==> src/hdl/dq_pkg.sv <==
// Shared constants and codes for the double-ended queue.
`default_nettype none

package dq_pkg;

   localparam int DEPTH_DEFAULT      = 8;
   localparam int DATA_WIDTH_DEFAULT = 32;

   // Fixed field widths of the ports.
   localparam int ACTION_W = 2;
   localparam int VALUE_W  = 32;
   localparam int STATUS_W = 2;
   localparam int RANK_W   = 3;
   localparam int OCC_W    = 4;

   typedef logic [ACTION_W-1:0] action_type;
   typedef logic [STATUS_W-1:0] status_type;

   localparam action_type ACT_PUSH_FRONT = 2'd0;
   localparam action_type ACT_POP_FRONT  = 2'd1;
   localparam action_type ACT_PUSH_BACK  = 2'd2;
   localparam action_type ACT_POP_BACK   = 2'd3;

   localparam status_type ST_DONE  = 2'd0;
   localparam status_type ST_FULL  = 2'd1;
   localparam status_type ST_EMPTY = 2'd2;

endpackage

`default_nettype wire

==> src/hdl/double_ended_queue.sv <==
// Bounded double-ended queue held in a circular buffer memory, with a contents walk per action.
//
//  channel | direction | handshake          | payload
//  req     | in        | req_valid/req_stall | action, data_value
//  rsp     | out       | rsp_valid/rsp_stall | status, has_entry, entry_value, entry_rank,
//          |           |                     | occupancy, last
//
// An accepted action updates the memory and the pointers. The first read issues in the next
// cycle and the walk then reads one element per cycle from the single read port while rsp
// is not stalled, giving one result per element held afterward, or a single result with no
// entry when the queue is then empty.
// A stall on rsp holds the presented result and pauses the walk; req stays stalled until
// the last result of the walk is transferred. Reset empties the queue; no clearing pass.
`default_nettype none

module double_ended_queue
   import dq_pkg::*;
#(
   parameter int DEPTH      = DEPTH_DEFAULT,
   parameter int DATA_WIDTH = DATA_WIDTH_DEFAULT
) (
   input  wire logic                       clock,
   input  wire logic                       reset,
   input  wire logic                       req_valid,
   output      logic                       req_stall,
   input  wire logic [ACTION_W-1:0]        req_action,
   input  wire logic signed [VALUE_W-1:0]  req_data_value,
   output      logic                       rsp_valid,
   input  wire logic                       rsp_stall,
   output      logic [STATUS_W-1:0]        rsp_status,
   output      logic                       rsp_has_entry,
   output      logic signed [VALUE_W-1:0]  rsp_entry_value,
   output      logic [RANK_W-1:0]          rsp_entry_rank,
   output      logic [OCC_W-1:0]           rsp_occupancy,
   output      logic                       rsp_last
);

   localparam int IW = (DEPTH > 1) ? $clog2(DEPTH) : 1;
   localparam int CW = $clog2(DEPTH + 1);
   localparam int SW = CW + 1;
   localparam logic [CW-1:0] FULL_COUNT = CW'(DEPTH);
   localparam logic [SW-1:0] WRAP       = SW'(DEPTH);
   localparam logic [IW-1:0] LAST_SLOT  = IW'(DEPTH - 1);

   logic [DATA_WIDTH-1:0] mem [DEPTH];
   logic [DATA_WIDTH-1:0] rdata_ff;

   logic [IW-1:0]    front_ff, front_in;
   logic [CW-1:0]    count_ff, count_in;
   logic             busy_ff, busy_in;
   logic             issued_ff, issued_in;
   logic [CW-1:0]    walk_ff, walk_in;
   status_type       status_ff, status_in;
   logic             rsp_valid_ff, rsp_valid_in;
   logic             has_ff, has_in;
   logic             last_ff, last_in;
   logic [IW-1:0]    rank_ff, rank_in;

   logic                  accept, out_xfer, issue, rd_en, wr_en;
   logic [IW-1:0]         waddr, raddr, front_dec;
   logic [SW-1:0]         back_sum, rd_sum;
   logic [DATA_WIDTH-1:0] wdata;
   logic [63:0]           rd_ext;

   assign accept   = req_valid && !busy_ff;
   assign out_xfer = rsp_valid_ff && !rsp_stall;
   assign issue    = busy_ff && !issued_ff && (!rsp_valid_ff || !rsp_stall);
   assign rd_en    = issue && (count_ff != '0);

   assign wdata     = DATA_WIDTH'({32'd0, req_data_value});
   assign front_dec = (front_ff == '0) ? LAST_SLOT : front_ff - 1'b1;
   assign back_sum  = SW'(front_ff) + SW'(count_ff);
   assign rd_sum    = SW'(front_ff) + SW'(walk_ff);
   assign raddr     = (rd_sum >= WRAP) ? IW'(rd_sum - WRAP) : IW'(rd_sum);

   // Action processing: pointer update and memory write for pushes.
   always_comb begin
      front_in  = front_ff;
      count_in  = count_ff;
      status_in = status_ff;
      wr_en     = 1'b0;
      waddr     = IW'(0);
      if (accept) begin
         status_in = ST_DONE;
         unique case (req_action)
            ACT_PUSH_FRONT: begin
               if (count_ff == FULL_COUNT) begin
                  status_in = ST_FULL;
               end else begin
                  wr_en    = 1'b1;
                  waddr    = front_dec;
                  front_in = front_dec;
                  count_in = count_ff + 1'b1;
               end
            end
            ACT_PUSH_BACK: begin
               if (count_ff == FULL_COUNT) begin
                  status_in = ST_FULL;
               end else begin
                  wr_en    = 1'b1;
                  waddr    = (back_sum >= WRAP) ? IW'(back_sum - WRAP) : IW'(back_sum);
                  count_in = count_ff + 1'b1;
               end
            end
            ACT_POP_FRONT: begin
               if (count_ff == '0) begin
                  status_in = ST_EMPTY;
               end else begin
                  front_in = (front_ff == LAST_SLOT) ? IW'(0) : front_ff + 1'b1;
                  count_in = count_ff - 1'b1;
               end
            end
            ACT_POP_BACK: begin
               if (count_ff == '0) begin
                  status_in = ST_EMPTY;
               end else begin
                  count_in = count_ff - 1'b1;
               end
            end
            default: ;
         endcase
      end
   end

   // Contents walk: one read per free output slot, results follow the read data.
   always_comb begin
      busy_in      = busy_ff;
      issued_in    = issued_ff;
      walk_in      = walk_ff;
      rsp_valid_in = rsp_valid_ff;
      has_in       = has_ff;
      last_in      = last_ff;
      rank_in      = rank_ff;
      if (accept) begin
         busy_in   = 1'b1;
         issued_in = 1'b0;
         walk_in   = '0;
      end else if (issue) begin
         rsp_valid_in = 1'b1;
         has_in       = (count_ff != '0);
         rank_in      = IW'(walk_ff);
         if (count_ff == '0 || walk_ff == count_ff - 1'b1) begin
            last_in   = 1'b1;
            issued_in = 1'b1;
         end else begin
            last_in = 1'b0;
         end
         walk_in = walk_ff + 1'b1;
      end else if (out_xfer) begin
         rsp_valid_in = 1'b0;
         if (last_ff) begin
            busy_in = 1'b0;
         end
      end
   end

   always_ff @(posedge clock) begin
      if (wr_en) begin
         mem[waddr] <= wdata;
      end
      if (rd_en) begin
         rdata_ff <= mem[raddr];
      end
   end

   always_ff @(posedge clock) begin
      if (reset) begin
         front_ff     <= '0;
         count_ff     <= '0;
         busy_ff      <= 1'b0;
         issued_ff    <= 1'b0;
         walk_ff      <= '0;
         rsp_valid_ff <= 1'b0;
      end else begin
         front_ff     <= front_in;
         count_ff     <= count_in;
         busy_ff      <= busy_in;
         issued_ff    <= issued_in;
         walk_ff      <= walk_in;
         rsp_valid_ff <= rsp_valid_in;
      end
      status_ff <= status_in;
      has_ff    <= has_in;
      last_ff   <= last_in;
      rank_ff   <= rank_in;
   end

   assign rd_ext = 64'($signed(rdata_ff));

   assign req_stall       = busy_ff;
   assign rsp_valid       = rsp_valid_ff;
   assign rsp_status      = status_ff;
   assign rsp_has_entry   = has_ff;
   assign rsp_entry_value = has_ff ? rd_ext[VALUE_W-1:0] : '0;
   assign rsp_entry_rank  = has_ff ? RANK_W'(rank_ff) : '0;
   assign rsp_occupancy   = OCC_W'(count_ff);
   assign rsp_last        = last_ff;

endmodule

`default_nettype wire

==> config.mk <==
export PLATFORM = sky130hd
export DESIGN_NAME = double_ended_queue
export DESIGN_NICKNAME = d
export VERILOG_FILES = /design/src/hdl/dq_pkg.sv /design/src/hdl/double_ended_queue.sv
export SDC_FILE = /design/constraint.sdc
export NUM_CORES = 1
export LEC_CHECK = 0
export CAP_MARGIN = 20
export CORE_MARGIN = 8
export CORE_UTILIZATION = 50
export CTS_BUF_LIST = sky130_fd_sc_hd__clkbuf_16
export CTS_CLUSTER_DIAMETER = 30
export CTS_CLUSTER_SIZE = 12
export DETAILED_ROUTE_END_ITERATION = 10
export DONT_BUFFER_PORTS = 1
export GPL_TIMING_DRIVEN = 0
export SYNTH_ARGS = -nofsm -noshare
export SYNTH_HDL_FRONTEND = slang
export SYNTH_SLANG_ARGS = --single-unit
==> constraint.sdc <==
create_clock -name clock -period 4.8 [get_ports clock]
set_input_delay 0.24 -clock clock [delete_from_list [all_inputs] [get_ports clock]]
set_output_delay 0.24 -clock clock [all_outputs]
set_load 0.02 [all_outputs]
Word level (Yosys, flattened, before mapping)
Memory sizes are Yosys's and may differ from the RTL's. A register that Yosys moved wholly into a read port is not among the register bits. Index checks and enable logic that the tools add are counted.

$lt $le $gt $ge: 2. Bitwise logic cells: 1. Reduce and logical (&&, ||, !) cells: 28. $add $sub $neg: 9. Mux-type cells: 31. Equality and inequality tests: 11.

Operators with widths (count): two-way mux 32 bit (1); two-way mux 3 bit (10); two-way mux 1 bit (13); one-hot mux 3 bit (2 select lines) (2); adder 3 x 4 -> 5 bit (2); >= comparator 5 x 4 -> 1 bit (second input constant) (2); != test 2 bit (second input constant) (5); subtractor 3 x 1 -> 3 bit (second input constant) (3); adder 4 x 1 -> 4 bit (second input constant) (2); two-way mux 4 bit (2); one-hot mux 4 bit (2 select lines) (1); nonzero test 2 bit (4); AND reduction 2 bit (3); AND reduction 3 bit (2); OR reduction 2 bit (3); logical AND 1 bit (5); equality test 2 bit (second input constant) (2); equality test 4 bit (1); equality test 4 bit (second input constant) (1); zero test 1 bit (4); zero test 4 bit (1); one-hot mux 2 bit (2 select lines) (1); AND reduction 4 bit (1); nonzero test 4 bit (1); 9 further kinds (10).

Memories kept: 1. Register bits after elaboration: 21. Memory bits (writable): 256. Output and inout bits: 45.

Memory list: mem (words 8, bits a word 32, rd ports 1, clocked after memory_dff 1, wr ports 1, RTL line double_ended_queue.sv:45) `logic [DATA_WIDTH-1:0] mem [DEPTH];`.

Longest topological paths before layout
Gate-level depths: netlist of run 1.

Word-level depth: 6. Mapped depth: 9.

Worst setup path before layout of run 1
Ideal clock, no wire load.

Path kind: register -> register. Start point: register count_ff[0] (netlist: rsp_occupancy[0]). End point: memory mem[0][0] (netlist bit), enable pin. Arrival: 4.048 ns. Clock period less this slack: 4.509 ns. Cell stages (with the launch flop): 8. Path slack: 0.291 ns. Cells stage by stage: dfxtp_1 -> ha_1 -> inv_1 -> fa_1 -> xnor2_1 -> o21a_1 -> mux2_2 -> nor3_1.

Word-level cells in the longest chain between the ends: 6.

Ends and longest elaborated chain: start: declaration (RTL line double_ended_queue.sv:49) `logic [CW-1:0] count_ff, count_in;`; start signal: assignment (RTL line double_ended_queue.sv:176) `count_ff <= count_in;`; adder 3 x 4 -> 5 bit or equality test 4 bit (tied branches) (RTL line double_ended_queue.sv:72, double_ended_queue.sv:87, double_ended_queue.sv:97); >= comparator 5 x 4 -> 1 bit (tied with other cells) (RTL line double_ended_queue.sv:101) `waddr = (back_sum >= WRAP) ? IW'(back_sum - WRAP) : IW'(back_sum);`; two-way mux 3 bit or two-way mux 1 bit (tied branches); two-way mux 3 bit or two-way mux 1 bit (tied branches) (RTL line double_ended_queue.sv:97, double_ended_queue.sv:83); one-hot mux 3 bit (2 select lines) or two-way mux 1 bit (tied branches) (RTL line double_ended_queue.sv:85, double_ended_queue.sv:158); two-way mux 3 bit or two-way mux 1 bit (tied branches) (RTL line double_ended_queue.sv:83, double_ended_queue.sv:159); end: declaration (RTL line double_ended_queue.sv:45).

Parallel ways exist; a longest one is shown, timed or not.

Final worst setup path of run 1
Start point: register count_ff[0] (netlist: rsp_occupancy[0]). End point: memory mem[1][19] (netlist bit), enable pin.

The elaborated chain is that of the path after synthesis.

==> results.yml, run 1 <==
run_status:
  outcome: "completed"
setup_path:
  endpoint: "mem[1][19]"
  setup.worst_path.start: "rsp_occupancy[0]"
  worstSetupEndpointType: "flop"
  r2r_start: "rsp_occupancy[0]"
  worstPathArrival_ns: 3.73
  worstPathMaxFanout: 10
  critPathRequiredTime_ns: 5.06
  start_kind: "flop"
  r2r-end: "mem[1][19]"
  r2r_cells: 9
  r2r_slack_ns: 1.34
  path_class: "flop to flop"
clocking:
  post_cts_buffers: 0
  numClockSinks: 309
  cts_resized: 0
  clkTransAtPathRegs_ns: 0.05
  clockRootBuffer: "clkbuf_16"
  numCtsBuffers: 60
  ctsHoldBuffers: 33
  cts_tree: "yes"
  htree_levels: 2
  worst_skew_pair.late_latency_ns: 0.56
  clk_path_buf_depth: 3
synth:
  synth-seq-area-share: 0.719
  synth_top_family_by_area: "simple AND/OR/NAND/NOR gates"
  synth_seq_cells: 309
  async_reset_ff_frac: 0
  syn_nets: 906
  synth-compound-area-share: 0.0671
  synth_cell_type_count: 46
  synthMuxAreaShare: 0.0546
  syn-mean-instance-area_um2: 14.8
  syn_inst: 857
  synth_fa_ha_area_frac: 0.0120
  syn_area_um2: 12700
  synth_edf_count: 295
  synth-xor-area-share: 0.0140
  yosys.area_share.simple: 0.110
  ys.flop_type: "edfxtp_1"
  synth_warnings: 0
route:
  wire_per_inst_um: 22.5
  wirelength_mm: 30.6
  drc: 0
  drt_iter0_drc: 618
  vias: 7708
  ant_nets: 0
  drtPass1Iterations: 5
  viasPerCell: 5.66
place:
  gp_congestion: 0.797
  port_buffers: 0
  dpl.hpwl_mm: 20.3
  pre_cts_ws_ns: 1.33
  post-place-cells: 1217
global_route:
  grt_max_degree: 20
  grt_overflow: 0
  globalRouteMet1Util: 0.249
  antenna_found_initial: 2
  grt_pass1_vias: 8060
  grt_pass1_wl_mm: 47.0
  grt_util_all_layers: 0.200
  met3_usage: 0.0457
  grt_use_met2: 0.337
  grt-busiest-layer: "met2"
hold_path:
  whs_path_depth: 4
  hp-class: "primary input to flop"
final_layout:
  ff_latch_area_um2: 9140
  final_cells: 1363
  fill_cells: 1907
  drive_gt1_frac: 0.174
  nNetsFinal: 1031
  multiInputGateArea_um2: 3320
  syn_to_final_growth_pct: 25.0
sta:
  finalHoldViolCount: 0
  setup_ws_ns: 1.34
  finalSetupViolations: 0
  min_period_ns: 3.46
  finalMaxSlewViolations: 0
  slew_headroom: 0.345
  whs_ns: 0.0301
  fin_setup_tns_ns: 0
  skew_ns: 0.0117
  timing.final.crit_share: 0.721
  rsz0062_at_grt: "false"
  max_freq_ghz: 0.289
  tightest_slew_ns: 0.983
pwr:
  ir_drop_v: 0.000359
  power_density_nw_per_um2: 501
  total_power_mw: 7.97
  p_leak_nw: 5.41
floorplanning:
  design.die.area_um2: 30800
  rows: 58
  die_y_um: 175
  num_io_pins: 83
  initial_utilization: 0.506
  die_w_um: 175
  core-area_um2: 25100
run:
  drv_cap: 0
cell usage after synthesis, drive strengths merged, types with 3 or more instances:
master  count  area (um^2)
a211oi      6         50.1
a21oi      41          205
a311oi     33          289
and2       38          238
buf        33          176
clkbuf     23         86.3
dfxtp      14          280
edfxtp    295         8860
ha          9          113
inv        10         37.5
mux2        3         33.8
mux2i      66          661
nand2     103          387
nand2b      8         50.1
nand3      35          270
nor2       15         56.3
nor2b       6         37.5
nor3       10         50.1
o21ai       5         25.0
o31ai      31          233
or3        33          206
xnor2       7         61.3
xor2        8         70.1
sequential cells by signal, indices dropped and copies added, names as in the netlist:
name           flops
rsp_valid          1
rdata_ff          32
rank_ff            3
issued_ff          1
walk_ff            4
front_ff           3
rsp_last           1
rsp_status         2
mem              256
rsp_occupancy      4
req_stall          1
rsp_has_entry      1
cell type report:
class                           count  share of cell area
Clock inverter                     52              0.0339
Sequential cell                   309               0.575
Buffer                             56              0.0165
Timing Repair Buffer               63              0.0431
Tap cell                          330              0.0260
Clock buffer                       60              0.0944
Inverter                           10             0.00236
Multi-Input combinational cell    482               0.209
Antenna cell                        1            0.000157
metrics by stage:
stage,utilization,area (um^2)
3_3_place_gp,0.523,13100
6_report,0.633,15900
5_1_grt,0.633,15900
4_1_cts,0.633,15900
3_5_place_dp,0.539,13500
2_1_floorplan,-,12700
logic make-up (layout without fill, tap and decap cells):
family          Yosys count  count (layout)
fa+ha+maj                11              11
compound gates          123             123
other cells               0               1
mux                      69              69
simple gates            262             262
flops                   309             309
buf+inv                  66             241
xor+xnor                 17              17
how the worst min path moves through the flow:
stage,end,from
floorplan,mem[0][0],req_data_value[0]
global placement,mem[4][12],req_data_value[12]
detailed placement,mem[5][6],req_data_value[6]
CTS,walk_ff[2],rsp_stall
global route,walk_ff[2],rsp_stall
finish,walk_ff[2],rsp_stall
routing by layer:
metal | part of all wire | up-vias
met1 | 0.41 | 3810
met2 | 0.50 | 296
met4 | 0.024 | 0
met5 | 0 | -
li1 | - | 3549
met3 | 0.073 | 53
critical path, cell delays in order (launching register included):
cell	delay [ns]
dfxtp_1	0.65
ha_1	0.23
inv_1	0.05
fa_1	0.38
xnor2_1	0.24
mux2i_1	0.14
mux2_2	0.34
nor3_2	0.71
buf_6	0.27
buf_8	0.16
power by group:
part           internal (mW)  switching, mW  total (mW)  leakage [nW]
logic                  0.253          0.492       0.745          1.61
registers               3.07         0.0447        3.11          2.78
clock network           2.79           1.32        4.11          1.01
total                   6.11           1.86        7.97          5.41
layout by cell type, fill, tap and decap left out, types with 31 or more instances in the layout:
master,n
edfxtp_1,295
a311oi_1,33
or3_1,33
o31ai_1,31
mux2i_1,66
nand2_1,103
a21oi_1,41
and2_1,36
clkbuf_16,60
dlygate4sd3_1,33
Note: power is estimated with default switching activity, not from simulation.
==> run 2, diff against run 1 <==
--- a/config.mk
+++ b/config.mk
@@ -14,6 +14,7 @@
 export DETAILED_ROUTE_END_ITERATION = 10
 export DONT_BUFFER_PORTS = 1
 export GPL_TIMING_DRIVEN = 0
+export PLACE_DENSITY = 0.68
 export SYNTH_ARGS = -nofsm -noshare
 export SYNTH_HDL_FRONTEND = slang
 export SYNTH_SLANG_ARGS = --single-unit
==> constraint.sdc (replaced) <==
create_clock -name clock -period 3 [get_ports clock]
set_input_delay 0.15 -clock clock [delete_from_list [all_inputs] [get_ports clock]]
set_output_delay 0.15 -clock clock [all_outputs]
set_load 0.02 [all_outputs]
==> run 2 against run 1 <==
Sequential power is 60% higher. First-iteration DRC count is 9.9% lower. Clock skew is 0.0069 ns higher. Power is 56% higher. Highest routed layer is now met5. Clock power is 52% higher. Sequential share of layout area is 0.23 points lower. Worst hold slack worse by 0.014 ns. Critical path type unchanged. Critical path depth is 2 lower. Combinational power is 66% higher. Non-clock buffer count is 5 lower.
==> results.yml, run 2 (same netlist as run 1, synthesis figures left out) <==
run_status:
  outcome: "completed"
pwr:
  ir_drop_v: 0.000461
  power_density_nw_per_um2: 780
  p_leak_nw: 5.43
  p_sw_frac: 0.238
  intPower_mw: 9.49
  pwr-share-clk: 0.501
  sequentialPowerShare: 0.400
  pwr-share-comb: 0.099
  switching_power_mw: 2.96
hold_path:
  hp-class: "primary input to flop"
setup_path:
  setup.worst_path.start: "front_ff[0]"
  worstSetupEndpointType: "flop"
  worstPathMaxFanout: 10
  endpoint: "rdata_ff[28]"
  r2r-end: "rdata_ff[28]"
  worstPathArrival_ns: 3.19
  crit_path_max_incr_delay_ns: 0.49
  path_cells: "ha_1, fa_1, clkbuf_1, clkbuf_4, nor2b_2, buf_2, a311oi_1"
  r2r_slack_ns: 0.07
  critPathRequiredTime_ns: 3.26
  r2r_start: "front_ff[0]"
  r2r_cells: 7
  path_class: "flop to flop"
  slowest_stage: "fa_1"
  start_kind: "flop"
sta:
  rsz0062_at_grt: "false"
  skew_ns: 0.0187
  min_period_ns: 2.93
  whs_ns: 0.0165
  finalSetupViolations: 0
  tightest_slew_ns: 0.862
  finalMaxSlewViolations: 0
  timing.final.crit_share: 0.976
  finalHoldViolCount: 0
  max_freq_ghz: 0.341
  slew_headroom: 0.425
floorplanning:
  design.die.area_um2: 30800
  die_y_um: 175
  initial_utilization: 0.506
  rows: 58
  die_w_um: 175
  core-area_um2: 25100
  num_io_pins: 83
clocking:
  cts_tree: "yes"
  htree_levels: 2
  clkTransAtPathRegs_ns: 0.05
  clk_path_buf_depth: 3
  numCtsBuffers: 54
  numClockSinks: 309
  worst_skew_pair.late_latency_ns: 0.56
  clockRootBuffer: "clkbuf_16"
place:
  gp_congestion: 0.798
  port_buffers: 0
  dpl.hpwl_mm: 19.2
  place_area_um2: 13600
final_layout:
  antenna_cells: 0
  drive_gt1_frac: 0.179
  mostFrequentLayoutCells: "edfxtp_1, nand2_1, mux2i_1"
  largest_reg_flops: 256
  final_common_cell: "edfxtp_1"
  reg_top3: "mem x256, rdata_ff x32"
  design_area_um2: 16000
  top_register: "mem"
  syn_to_final_growth_pct: 25.6
  fin_util: 0.636
  nNetsFinal: 1020
route:
  wirelength_mm: 30.2
  drtPass1Iterations: 5
  wire_per_inst_um: 22.4
  drc: 0
  vias: 7639
  ant_nets: 0
  viasPerCell: 5.68
  drt_iter0_drc: 557
global_route:
  grt_util_all_layers: 0.195
  grt_overflow: 0
  grt_pass1_wl_mm: 46.2
  antenna_found_initial: 1
  grt_max_degree: 19
  grt_pass1_vias: 7951
run:
  drv_cap: 0
==> run 2: cell types whose count changed in the layout (fill, tap and decap cells not counted), sizes merged <==
cell | previous run | this run
clkinv | 20 | 12
buf | 63 | 56
clkbuf | 83 | 77
inv | 24 | 27
clkinvlp | 8 | 6
dlygate4sd3 | 33 | 35
diode | 1 | 0
==> run 2: layer usage <==
layer  vias up  track usage  part of all wire
met5         -            0           0.00046
met4         2       0.0742             0.027
met3        76       0.0449             0.077
met2       306        0.318              0.48
met1      3740        0.250              0.41
li1       3515            -                 -
==> run 2: area by class of cell <==
class	count	area, um^2
multi-input cells	482	3380
flip-flops and latches	309	9140
clock buffers	54	1350
well taps	330	413
repair buffers	58	826
plain buffers	56	280
inverters	10	37.5
fillers	1828	9140
clock inverters	45	536
==> run 2: worst max-delay path: cells and delay by family, from the launching register on <==
family                     cells  cell delay, ns
AOI/OAI and AO/OA              1            0.21
adders and majority gates      2            0.74
buffers and inverters          3            0.93
DFF                            1            0.39
and+or+nand+nor                1            0.37
==> run 2: what timing repair did <==
item	4_1_cts	5_1_grt
gates resized for setup	11	6
setup buffers	5	0
pin swaps	4	1
hold buffers	35	0
hold endpoints to repair	264	0
endpoints found under the setup margin	126	109
==> run 2: power by group through the flow <==
stage / clock, mW / combinational, mW / sequential (mW)
2_1_floorplan: 0 / 0.785 / 5.04
3_3_place_gp: 0 / 1.07 / 5.06
3_5_place_dp: 0 / 1.14 / 5.06
4_1_cts: 6.30 / 1.24 / 4.98
5_1_grt: 6.48 / 1.34 / 4.98
6_report: 6.24 / 1.24 / 4.98
==> run 2: metrics by stage <==
stage	setup WS, ns	TNS [ns]	instances	total power [mW]
after floorplan	-0.279	-34.39	857	5.83
after global placement	-1.76	-317.27	1187	6.13
after detailed placement	-0.332	-18.97	1205	6.20
after CTS	0.0386	0	1344	12.5
after global routing	0.00466	0	1344	12.8
final	0.0707	0	1344	12.5
==> run 2: worst min-delay path by stage <==
stage | startpoint | end | slack (ns) | cells past startpoint
after floorplan | req_data_value[0] | mem[0][0] | 0.25 | 0
after global placement | req_data_value[22] | mem[4][22] | 0.25 | 0
after detailed placement | req_data_value[22] | mem[4][22] | 0.25 | 0
after CTS | req_action[0] | rsp_occupancy[3] | 0.0009 | 4
after global routing | rsp_stall | rsp_last | 0.05 | 1
final | req_action[0] | rsp_occupancy[3] | 0.02 | 4
